$ cat src/ffea_pkg.sv
`default_nettype none
package ffea_pkg;

    typedef enum logic [2:0] {
        ST_OK      = 3'd0,
        ST_NOFIT   = 3'd1,
        ST_INVALID = 3'd2,
        ST_FULL    = 3'd3,
        ST_IGNORED = 3'd4
    } t_status;

    typedef enum logic [3:0] {
        S_IDLE,
        S_PREP,
        S_PREP2,
        S_SC_RD,
        S_SC_CLIP,
        S_SC_FIT,
        S_DECIDE,
        S_RM_RD,
        S_RM_WR,
        S_RM_FIN,
        S_PU_START,
        S_PU_RD,
        S_PU_WR,
        S_PU_INS,
        S_DONE
    } t_state;

    localparam int unsigned IN_DATA_W  = 136;
    localparam int unsigned OUT_DATA_W = 40;

endpackage
`default_nettype wire

$ cat src/first_fit_extent_allocator_unit.sv
// First-fit extent allocator.
// Input channel (s_axis): one item per request. tuser is the action (0 allocate,
// 1 free); tdata carries size, alignment, window and free address.
// Output channel (m_axis): one item per request with status and allocated address.
// The free-extent table lives in two single-port-write synchronous RAMs
// (start and length) with one registered read port; entry 0 is the list front.
// A free moves every entry down one slot through the RAM before the new front
// is written. An allocate scans the entries in turn, then either shortens the
// hit entry to its head part or removes it (moving each following entry up one
// slot), and may push the tail part to the front in the same way as a free.
// One item is handled at a time and the input is ready again as soon as the
// result is registered.
// Reset empties the table (count cleared) and drops any pending result.
// A finished result waits in the output register; the next item is accepted
// as soon as the block is idle, but a further result waits until the
// receiver has taken the previous one.
`default_nettype none
module first_fit_extent_allocator_unit
    import ffea_pkg::*;
#(
    parameter int unsigned TABLE_DEPTH = 16,
    parameter int unsigned ADDR_WIDTH  = 32,
    parameter int unsigned MIN_ALIGN   = 32
) (
    input  wire logic                  i_clk,
    input  wire logic                  i_rst_n,
    input  wire logic                  s_axis_tvalid,
    output logic                       s_axis_tready,
    // req_size[31:0], align_log2[36:32], window_low[68:37], window_high[100:69],
    // free_addr[132:101], zero fill
    input  wire logic [IN_DATA_W-1:0]  s_axis_tdata,
    // action
    input  wire logic                  s_axis_tuser,
    output logic                       m_axis_tvalid,
    input  wire logic                  m_axis_tready,
    // status[2:0], alloc_addr[34:3], zero fill
    output logic [OUT_DATA_W-1:0]      m_axis_tdata
);

    localparam int unsigned AW = ADDR_WIDTH;
    localparam int unsigned XW = ((ADDR_WIDTH > 32) ? ADDR_WIDTH : 32) + 2;
    localparam int unsigned IW = (TABLE_DEPTH > 1) ? $clog2(TABLE_DEPTH) : 1;
    localparam int unsigned CW = $clog2(TABLE_DEPTH + 1);
    localparam int unsigned LW = $clog2(MIN_ALIGN);
    localparam logic [XW-1:0] AM  = {{(XW-AW){1'b0}}, {AW{1'b1}}};
    localparam logic [XW-1:0] MSK = XW'(MIN_ALIGN - 1);
    localparam logic [XW-1:0] MINA = XW'(MIN_ALIGN);
    localparam logic [CW-1:0] DEPTH = CW'(TABLE_DEPTH);

    logic [AW-1:0] mem_start [TABLE_DEPTH];
    logic [AW-1:0] mem_len   [TABLE_DEPTH];

    t_state r_state, n_state;
    logic          r_action;
    logic [31:0]   r_req;
    logic [4:0]    r_alog;
    logic [XW-1:0] r_wl, r_wh, r_fa;
    logic [XW-1:0] r_lo, n_lo, r_hi, n_hi, r_size, n_size, r_amk, n_amk;
    logic [XW-1:0] r_st, n_st, r_len, n_len, r_cs, n_cs, r_ce, n_ce, r_sa, n_sa;
    logic [XW-1:0] r_ps, n_ps, r_pl, n_pl;
    logic          r_tail, n_tail;
    logic [CW-1:0] r_idx, n_idx, r_cnt, n_cnt;
    t_status       r_res_st, n_res_st;
    logic [31:0]   r_res_addr, n_res_addr;
    logic          r_ovalid;
    t_status       r_ost;
    logic [31:0]   r_oaddr;

    logic [AW-1:0] rd_start, rd_len;
    logic [IW-1:0] ra, wa;
    logic          we_s, we_l;
    logic [AW-1:0] wd_s, wd_l;

    logic [XW-1:0] base, end_x, h1, al, head, tail, len_f, room, tmp, fit_sa, sel;

    assign s_axis_tready = (r_state == S_IDLE);
    assign m_axis_tvalid = r_ovalid;
    assign m_axis_tdata  = {5'd0, r_oaddr, r_ost};

    always_ff @(posedge i_clk) begin
        if (we_s) begin
            mem_start[wa] <= wd_s;
        end
        if (we_l) begin
            mem_len[wa] <= wd_l;
        end
        rd_start <= mem_start[ra];
        rd_len   <= mem_len[ra];
    end

    always_comb begin
        sel    = r_action ? r_fa : r_wl;
        base   = (sel < MINA) ? MINA : sel;
        h1     = (r_wh + XW'(1)) & ~MSK;
        al     = XW'(1) << r_alog;
        if (al < MINA) begin
            al = MINA;
        end
        tmp    = r_lo - r_fa;
        len_f  = (XW'(r_req) - tmp) & ~MSK;
        room   = AM - r_lo + XW'(1);
        end_x  = XW'(rd_start) + XW'(rd_len) - XW'(1);
        fit_sa = (r_cs + r_amk) & ~r_amk;
        head   = r_sa - r_st;
        tail   = (r_st + r_len) - (r_sa + r_size);
    end

    always_comb begin
        n_state = r_state;
        unique case (r_state)
            S_IDLE: begin
                if (s_axis_tvalid) begin
                    n_state = S_PREP;
                end
            end
            S_PREP: n_state = S_PREP2;
            S_PREP2: begin
                if (r_action) begin
                    if (r_lo > AM || tmp >= XW'(r_req)) begin
                        n_state = S_DONE;
                    end else if (((len_f > room) ? (room & ~MSK) : len_f) == '0
                                 || r_cnt == DEPTH) begin
                        n_state = S_DONE;
                    end else begin
                        n_state = S_PU_START;
                    end
                end else if (r_lo > AM || r_req == 32'd0
                             || (r_wh != AM && h1 == '0)) begin
                    n_state = S_DONE;
                end else begin
                    n_state = S_SC_RD;
                end
            end
            S_SC_RD: n_state = (r_idx == r_cnt) ? S_DONE : S_SC_CLIP;
            S_SC_CLIP: n_state = S_SC_FIT;
            S_SC_FIT: begin
                if (r_ce < r_cs || r_ce < fit_sa
                    || (r_ce - fit_sa + XW'(1)) < r_size) begin
                    n_state = S_SC_RD;
                end else begin
                    n_state = S_DECIDE;
                end
            end
            S_DECIDE: begin
                if (head != '0 && tail != '0 && r_cnt == DEPTH) begin
                    n_state = S_DONE;
                end else if (head != '0) begin
                    n_state = (tail != '0) ? S_PU_START : S_DONE;
                end else begin
                    n_state = ((r_idx + CW'(1)) < r_cnt) ? S_RM_RD : S_RM_FIN;
                end
            end
            S_RM_RD: n_state = S_RM_WR;
            S_RM_WR: n_state = ((r_idx + CW'(2)) < r_cnt) ? S_RM_RD : S_RM_FIN;
            S_RM_FIN: n_state = r_tail ? S_PU_START : S_DONE;
            S_PU_START: n_state = (r_cnt == '0) ? S_PU_INS : S_PU_RD;
            S_PU_RD: n_state = S_PU_WR;
            S_PU_WR: n_state = (r_idx == CW'(1)) ? S_PU_INS : S_PU_RD;
            S_PU_INS: n_state = S_DONE;
            S_DONE: begin
                if (!r_ovalid || m_axis_tready) begin
                    n_state = S_IDLE;
                end
            end
            default: n_state = S_IDLE;
        endcase
    end

    always_comb begin
        n_lo = r_lo; n_hi = r_hi; n_size = r_size; n_amk = r_amk;
        n_st = r_st; n_len = r_len; n_cs = r_cs; n_ce = r_ce; n_sa = r_sa;
        n_ps = r_ps; n_pl = r_pl; n_tail = r_tail;
        n_idx = r_idx; n_cnt = r_cnt;
        n_res_st = r_res_st; n_res_addr = r_res_addr;
        ra = r_idx[IW-1:0];
        wa = r_idx[IW-1:0];
        we_s = 1'b0; we_l = 1'b0;
        wd_s = r_ps[AW-1:0]; wd_l = r_pl[AW-1:0];
        unique case (r_state)
            S_PREP: begin
                n_lo = (base + MSK) & ~MSK;
                n_res_addr = 32'd0;
            end
            S_PREP2: begin
                n_size = (XW'(r_req) + MSK) & ~MSK;
                n_hi = (r_wh == AM) ? AM : (h1 - XW'(1));
                n_amk = al - XW'(1);
                n_idx = '0;
                if (r_action) begin
                    n_ps = r_lo;
                    n_pl = (len_f > room) ? (room & ~MSK) : len_f;
                    if (r_lo > AM || tmp >= XW'(r_req) || n_pl == '0) begin
                        n_res_st = ST_IGNORED;
                    end else if (r_cnt == DEPTH) begin
                        n_res_st = ST_FULL;
                    end else begin
                        n_res_st = ST_OK;
                    end
                end else if (r_lo > AM || r_req == 32'd0) begin
                    n_res_st = ST_INVALID;
                end else begin
                    n_res_st = ST_NOFIT;
                end
            end
            S_SC_CLIP: begin
                n_st  = XW'(rd_start);
                n_len = XW'(rd_len);
                n_cs  = (XW'(rd_start) > r_lo) ? XW'(rd_start) : r_lo;
                n_ce  = (end_x < r_hi) ? end_x : r_hi;
            end
            S_SC_FIT: begin
                n_sa = fit_sa;
                if (r_ce < r_cs || r_ce < fit_sa
                    || (r_ce - fit_sa + XW'(1)) < r_size) begin
                    n_idx = r_idx + CW'(1);
                end
            end
            S_DECIDE: begin
                n_ps = r_sa + r_size;
                n_pl = tail;
                n_tail = (tail != '0);
                if (head != '0 && tail != '0 && r_cnt == DEPTH) begin
                    n_res_st = ST_FULL;
                end else begin
                    n_res_st = ST_OK;
                    n_res_addr = r_sa[31:0];
                    if (head != '0) begin
                        we_l = 1'b1;
                        wd_l = head[AW-1:0];
                    end
                end
            end
            S_RM_RD: ra = IW'(r_idx + CW'(1));
            S_RM_WR: begin
                we_s = 1'b1; we_l = 1'b1;
                wd_s = rd_start; wd_l = rd_len;
                n_idx = r_idx + CW'(1);
            end
            S_RM_FIN: n_cnt = r_cnt - CW'(1);
            S_PU_START: n_idx = r_cnt;
            S_PU_RD: ra = IW'(r_idx - CW'(1));
            S_PU_WR: begin
                we_s = 1'b1; we_l = 1'b1;
                wd_s = rd_start; wd_l = rd_len;
                n_idx = r_idx - CW'(1);
            end
            S_PU_INS: begin
                wa = '0;
                we_s = 1'b1; we_l = 1'b1;
                n_cnt = r_cnt + CW'(1);
            end
            default: ;
        endcase
    end

    always_ff @(posedge i_clk) begin
        if (!i_rst_n) begin
            r_state  <= S_IDLE;
            r_cnt    <= '0;
            r_ovalid <= 1'b0;
        end else begin
            r_state <= n_state;
            r_cnt   <= n_cnt;
            if (r_state == S_DONE && (!r_ovalid || m_axis_tready)) begin
                r_ovalid <= 1'b1;
            end else if (m_axis_tready) begin
                r_ovalid <= 1'b0;
            end
        end
    end

    always_ff @(posedge i_clk) begin
        if (r_state == S_IDLE && s_axis_tvalid) begin
            r_action <= s_axis_tuser;
            r_req    <= s_axis_tdata[31:0];
            r_alog   <= s_axis_tdata[36:32];
            r_wl     <= XW'(AW'(s_axis_tdata[68:37]));
            r_wh     <= XW'(AW'(s_axis_tdata[100:69]));
            r_fa     <= XW'(AW'(s_axis_tdata[132:101]));
        end
        if (r_state == S_DONE && (!r_ovalid || m_axis_tready)) begin
            r_ost   <= r_res_st;
            r_oaddr <= r_res_addr;
        end
        r_lo <= n_lo; r_hi <= n_hi; r_size <= n_size; r_amk <= n_amk;
        r_st <= n_st; r_len <= n_len; r_cs <= n_cs; r_ce <= n_ce; r_sa <= n_sa;
        r_ps <= n_ps; r_pl <= n_pl; r_tail <= n_tail; r_idx <= n_idx;
        r_res_st <= n_res_st; r_res_addr <= n_res_addr;
    end

`ifndef SYNTHESIS
    a_cnt_bound: assert property (@(posedge i_clk) disable iff (!i_rst_n)
        r_cnt <= DEPTH) else $error("extent count overflow");

    a_cnt_step: assert property (@(posedge i_clk) disable iff (!i_rst_n)
        ##1 (r_cnt == $past(r_cnt) || r_cnt == $past(r_cnt) + CW'(1)
             || r_cnt == $past(r_cnt) - CW'(1))) else $error("count jumped");

    a_addr_aligned: assert property (@(posedge i_clk) disable iff (!i_rst_n)
        r_ovalid |-> r_oaddr[LW-1:0] == '0) else $error("unaligned result");

    a_fail_zero: assert property (@(posedge i_clk) disable iff (!i_rst_n)
        (r_ovalid && r_ost != ST_OK) |-> r_oaddr == 32'd0)
        else $error("address on failure");
`endif

endmodule
`default_nettype wire

$ cat config.mk
export PLATFORM = sky130hd
export DESIGN_NAME = first_fit_extent_allocator_unit
export DESIGN_NICKNAME = d
export VERILOG_FILES = /design/src/ffea_pkg.sv /design/src/first_fit_extent_allocator_unit.sv
export SDC_FILE = /design/constraint.sdc
export NUM_CORES = 2
export LEC_CHECK = 0
export BUFFER_PORTS_ARGS = -buffer_cell sky130_fd_sc_hd__buf_4
export CORE_ASPECT_RATIO = 0.9
export CORE_UTILIZATION = 50
export CTS_CLUSTER_SIZE = 10
export DETAILED_ROUTE_END_ITERATION = 7
export HOLD_SLACK_MARGIN = 0.1
export PLACE_DENSITY_LB_ADDON = 0.2
export SYNTH_ARGS = -nofsm -noshare
export SYNTH_HDL_FRONTEND = slang
export SYNTH_SLANG_ARGS = --single-unit
export TNS_END_PERCENT = 20
$ cat constraint.sdc
create_clock -name i_clk -period 18.1 [get_ports i_clk]
set_input_delay 0 -clock i_clk [delete_from_list [all_inputs] [get_ports i_clk]]
set_output_delay 0 -clock i_clk [all_outputs]
set_load 0.01 [all_outputs]
### Word level (Yosys, flattened, before mapping)

Memories as Yosys holds them, arrays and structs flattened. A register that Yosys moved wholly into a read port is not among the register bits.
Cells that the tools add are included.
W data, S select, Z words.

| operators by class | value |
|---|---|
| $add $sub $neg | 23 |
| magnitude comparators | 12 |
| equal/unequal tests | 24 |
| shift-type cells | 1 |
| mux-type cells | 54 |
| bitwise logic cells | 2 |
| reductions and logical operators | 32 |

Operator list:

| operator | number |
|---|---|
| $mux W32 | 9 |
| $pmux W32 S2 | 4 |
| $lt A34 B34 Y1 | 3 |
| $mux W34 | 3 |
| $add A34 B1 Y34 const B | 2 |
| $logic_not A34 Y1 | 2 |
| $reduce_bool A34 Y1 | 2 |
| $sub A33 B1 Y34 const B | 2 |
| $add A32 B32 Y33 | 2 |
| $add A32 B5 Y33 const B | 2 |
| $pmux W4 S15 | 1 |
| $mux W4 | 10 |
| $add A33 B34 Y34 | 1 |
| $add A34 B34 Y34 | 1 |
| $and A34 B34 Y34 | 1 |
| $ge A34 B32 Y1 | 1 |
| $gt A34 B34 Y1 | 1 |
| $lt A34 B33 Y1 | 1 |
| $lt A34 B6 Y1 const B | 1 |
| $not A34 Y34 | 1 |
| $shl A1 B5 Y34 const A | 1 |
| $sub A32 B33 Y34 const A | 1 |
| $sub A32 B34 Y34 | 1 |
| $sub A33 B32 Y34 | 1 |
| other kinds (43) | 94 |

| storage, ports and cells | value |
|---|---|
| flip-flop bits (word level) | 574 |
| memory bits (writable) | 1024 |
| bits of input ports | 141 |
| output and inout port bits | 42 |
| logic and storage cells | 178 |
| memories kept | 2 |

Memories:

| memory | depth | bits a word | rd ports | clocked after Yosys merged registers in | wr ports | RTL line | RTL |
|---|---|---|---|---|---|---|---|
| mem_len | 16 | 32 | 1 | 1 | 1 | first_fit_extent_allocator_unit.sv:51 | `logic [AW-1:0] mem_len [TABLE_DEPTH];` |
| mem_start | 16 | 32 | 1 | 1 | 1 | first_fit_extent_allocator_unit.sv:50 | `logic [AW-1:0] mem_start [TABLE_DEPTH];` |

### Longest topological paths before layout

| logic depth | value |
|---|---|
| depth in word-level cells | 10 |
| gate-level depth with buffers | 40 |
| depth with buffers taken out | 40 |

### Worst setup path after synthesis

OpenSTA, ideal clock, no wires.

| timing path | value |
|---|---|
| kind | flip-flop to flip-flop |
| start | register r_state[2] |
| end | register r_ce[0] (enable) |
| library setup time | 785 ps |
| arrival time | 9636 ps |
| data required time | 17315 ps |
| path slack | 7678 ps |
| cell stages (with the launch flop) | 4 |
| buffers on the path | 1 |
| clock period less this slack | 10422 ps |
| path through | dfxtp_1 clkbuf_1 nand2b_1 nor3_1 |

| between the ends | value |
|---|---|
| cells in the longest elaborated chain, start to end | 1 |

Ends and longest elaborated chain:

| element | RTL line | RTL |
|---|---|---|
| from (decl) | first_fit_extent_allocator_unit.sv:53 | `t_state r_state, n_state;` |
| from (signal assigned) | first_fit_extent_allocator_unit.sv:262 | `r_state <= n_state;` |
| $eq A4 B3 Y1 | first_fit_extent_allocator_unit.sv:179 | `unique case (r_state)` |
| to (signal assigned) | first_fit_extent_allocator_unit.sv:286 | `r_st <= n_st; r_len <= n_len; r_cs <= n_cs; r_ce <= n_ce; r_sa <= n_sa;` |
| to (decl) | first_fit_extent_allocator_unit.sv:59 | `logic [XW-1:0] r_st, n_st, r_len, n_len, r_cs, n_cs, r_ce, n_ce, r_sa, n_sa;` |

Every way passes these cells.
A chain may end at the register's enable or synchronous reset.

### Final worst setup path

| timing path | value |
|---|---|
| start | register r_sa[6] |
| end | memory mem_len[3][6] in the netlist's numbering (enable) |

| between the ends | value |
|---|---|
| cells in the longest elaborated chain, start to end | 9 |
| elaborated cells on any way between the ends | 12 |
| classes of those cells | add/sub: 3; mux: 5; reduce/logical: 4 |

Ends and longest elaborated chain:

| element | RTL line | RTL |
|---|---|---|
| from (decl) | first_fit_extent_allocator_unit.sv:59 |  |
| from (signal assigned) | first_fit_extent_allocator_unit.sv:286 |  |
| $add A34 B34 Y34 | -- |  |
| $sub A33 B34 Y34 | first_fit_extent_allocator_unit.sv:105 | `tail = (r_st + r_len) - (r_sa + r_size);` |
| $reduce_bool A34 Y1 | first_fit_extent_allocator_unit.sv:222 | `if (head != '0 && tail != '0 && r_cnt == DEPTH) begin` |
| $logic_and A1 B1 Y1 (2 in a row) | first_fit_extent_allocator_unit.sv:222 |  |
| $mux W1 (*) | first_fit_extent_allocator_unit.sv:222 |  |
| $pmux W1 S2 (*) | first_fit_extent_allocator_unit.sv:179 |  |
| $mux W1 (*) | first_fit_extent_allocator_unit.sv:84 | `if (we_l) begin` |
| $mux W1 (not written as such) (*) | first_fit_extent_allocator_unit.sv:85 | `mem_len[wa] <= wd_l;` |
| to (decl) | first_fit_extent_allocator_unit.sv:51 |  |

Every way passes the cells marked *; elsewhere a longest branch is shown, timed or not.

==> qor.yml <==
run_status:
  status: "finished, final reports clean"
yosys:
  ys_ff_latch: 1656
  synthArstFlopShare: 0
  syn_area_mm2: 0.0832
  syn_area_per_cell_um2: 13.6
  yosysTopAreaCellShare: 0.571
  yosys-top-cells-area: "edfxtp_1 57%, ha_1 7.2%, mux4_2 6.9%"
  syn_inst: 6120
  ys.flop_type: "edfxtp_1"
  yosys.cell_types.count: 110
  synth_edf_count: 1582
  synth_top_cell_by_area: "edfxtp_1"
  yosysWarnings: 0
  ys_seq_area_frac: 0.589
clock_tree:
  cts_sinks: 1656
  clockBufferDepth: 3
  clk_pin_slew_worst_paths_ns: 0.05
  insertion_delay_ns: 0.86
  numCtsBuffers: 189
  ctsRootBufferMaster: "clkbuf_16"
  ctsResizeCount: 0
  post-cts-setup-buffers: 0
  cts_hold_buffers: 273
  tritoncts: "done"
  ctsHtreeMaxLevel: 4
global_routing:
  grt_pass1_vias: 52700
  grt_util_all_layers: 0.293
  grt_max_degree: 138
  grt_overflow: 0
  grt_pass1_wl_um: 356000
  antenna_found_initial: 22
critical_path:
  timing.rr.end: "mem_len[3][6]"
  criticalPathCategory: "reg2reg"
  critical_path_required_ns: 18.57
  crit-reg2reg-launch: "r_sa[6]"
  arrival_ns: 10.04
  startpoint: "r_sa[6]"
  cp-end-kind: "flop"
  critPathMaxStageDelay_ns: 1.00
  worst-path-max-fanout: 46
  start_kind: "flop"
  cp-endpoint: "mem_len[3][6]"
  reg2regPathDepth: 29
  cp_slowest_cell: "o31ai_1"
  regToRegSetupSlack_ns: 8.53
timing:
  finalCritPeriodShare: 0.529
  fin_crit_ns: 9.57
  hold_viol_final: 0
  fin_worst_skew_ns: 0.0779
  finalSetupViolCount: 0
  drv_slew: 0
  setup-tns-final_ns: 0
  rsz0062_at_grt: "no"
  fmax_mhz: 105
  slew-limit-headroom: 0.144
  tightest_slew_ns: 1.27
floorplanning:
  dieHeight_um: 389
  fp.coreArea_mm2: 0.165
  die_w_um: 432
  initial_utilization: 0.505
  io_pins: 183
  num_rows: 141
  die_area_mm2: 0.168
detailed_routing:
  drtIter0Drc: 5956
  drcViolationCount: 0
  first_pass_iters: 6
  post_drt_via_cell_ratio: 6.03
  vias: 54400
  drt-total-wl_um: 246000
  wl_per_cell_um: 27.3
  ant_nets: 0
place:
  hpwl_um: 169000
  io_buffers: 174
  gp_congestion: 1.00
finish:
  final_util: 0.583
  syn2layout_area_growth_pct: 15.4
  drive_gt1_frac: 0.137
  layout.nets: 7328
hold_path:
  hold_class: "in2reg"
flow_run:
  maxCapViolations: 0
cells by family (layout without fill, tap and decap cells):
family,Yosys count,in the layout,synth area share
AOI/OAI and AO/OA,1087,1087,0.0866
xor gates and xnor gates,343,343,0.0362
adders and majority gates,533,533,0.0849
buffers and inverters,710,1376,0.0332
DFF,1656,1656,0.589
muxes,369,369,0.0839
other,2,21,0.0000903
and+or+nand+nor,1420,1420,0.0862
critical path: cells and delay by family, from the launching register on:
kind                     cells  cell delay (ns)
buffers and inverters        2             1.04
flip-flops                   1             0.59
AO/OA/AOI/OAI               14             3.95
AND/OR/NAND/NOR              9             2.05
adder cells (fa/ha/maj)      3             1.21
XOR/XNOR                     1             0.30
sequential cells by signal (all words and copies together), names as in the netlist, 28 cells and up:
register	flops
r_pl	32
rd_start	32
r_req	32
r_lo	28
mem_len	512
r_hi	29
r_cs	33
r_st	32
r_size	28
r_ce	34
r_ps	32
r_res_addr	32
r_wl	32
r_oaddr	32
r_wh	32
r_amk	34
rd_len	32
r_fa	32
r_sa	34
r_len	32
mem_start	512
cell type report:
cell class                      instances  area (µm²)
Clock inverter                         29         533
Fill cell                           12800       68600
Inverter                              500        1880
Clock buffer                          304        5200
Tap cell                             2216        2770
Multi-Input combinational cell       3764       31800
Sequential cell                      1656       49000
Timing Repair Buffer                  543        4780
Antenna cell                            9        22.5
per-layer routing:
metal	track usage	wire [µm]	part of all wire
met1	0.421	105000	0.43
met2	0.446	111000	0.45
met5	0	25	0.00010
met3	0.0618	21900	0.089
met4	0.0939	7830	0.032
worst min path at each step:
| stage | start | to | slack, ns | cells after the start |
|---|---|---|---|---|
| 6_report | m_axis_tready | m_axis_tvalid | 0.25 | 4 |
| 5_1_grt | m_axis_tready | m_axis_tvalid | 0.20 | 4 |
| 4_1_cts | s_axis_tvalid | r_state[0] | 0.21 | 5 |
| 3_5_place_dp | s_axis_tdata[35] | r_alog[3] | 0.18 | 1 |
| 3_3_place_gp | s_axis_tdata[85] | r_wh[16] | 0.18 | 1 |
| 2_1_floorplan | s_axis_tuser | r_action | 0.1 | 0 |
synth_stat cells (7+ instances only):
library cell  count
xnor2_1         216
mux4_2          256
nor3_1          117
a21o_1          108
nor2b_1          64
o2111ai_1         8
edfxtp_1       1582
clkbuf_1        152
a211o_1          16
and2_1          119
nand3b_1         14
or3_1            25
and4_1           11
nand3_1          88
a221o_1          34
nor4_1           33
and3_1           37
nand4_1          61
fa_1             53
a21oi_1         256
buf_1            39
nand4b_1          9
nor3b_1           8
inv_1           498
xor2_1          126
a21boi_0         13
mux2i_1          45
a211oi_1        101
mux2_2           68
or2_2            23
nand2b_1         73
ha_1            480
o21bai_1         34
dfxtp_1          74
nand2_1         403
o21ai_0         190
a31oi_1         113
o211ai_1         23
o21a_1           60
nor2_1          281
a2111oi_0         7
a41oi_1           7
o31ai_1          16
or4_1            18
metrics by stage:
step	cell area [µm²]	hold WS [ns]	instances	setup slack (ns)
2_1_floorplan	83200	0.0989	6130	7.68
3_3_place_gp	87500	0.179	8406	8.79
3_5_place_dp	87500	0.179	8406	8.78
4_1_cts	96000	0.212	9012	8.73
5_1_grt	96000	0.201	9013	8.14
6_report	96000	0.249	9021	8.53
cells in the final DEF (no fill, tap or decap), types with 61 or more instances in the layout:
cell type,n
dfxtp_1,73
mux4_2,256
nand4_1,61
mux2_2,68
ha_1,480
a211oi_1,100
and2_1,118
a21oi_1,255
nor2b_1,64
xor2_1,126
nand2_1,402
dlygate4sd3_1,273
nand2b_1,72
xnor2_1,213
a31oi_1,113
nor2_1,263
buf_4,268
edfxtp_1,1582
inv_1,496
nand3_1,88
clkbuf_16,189
clkbuf_1,111
nor3_1,102
o21ai_0,190
a21o_1,108
Power is left out: the tool's default activity adds up to more than one toggle a clock period on the data nets, which glitch-free logic cannot reach.
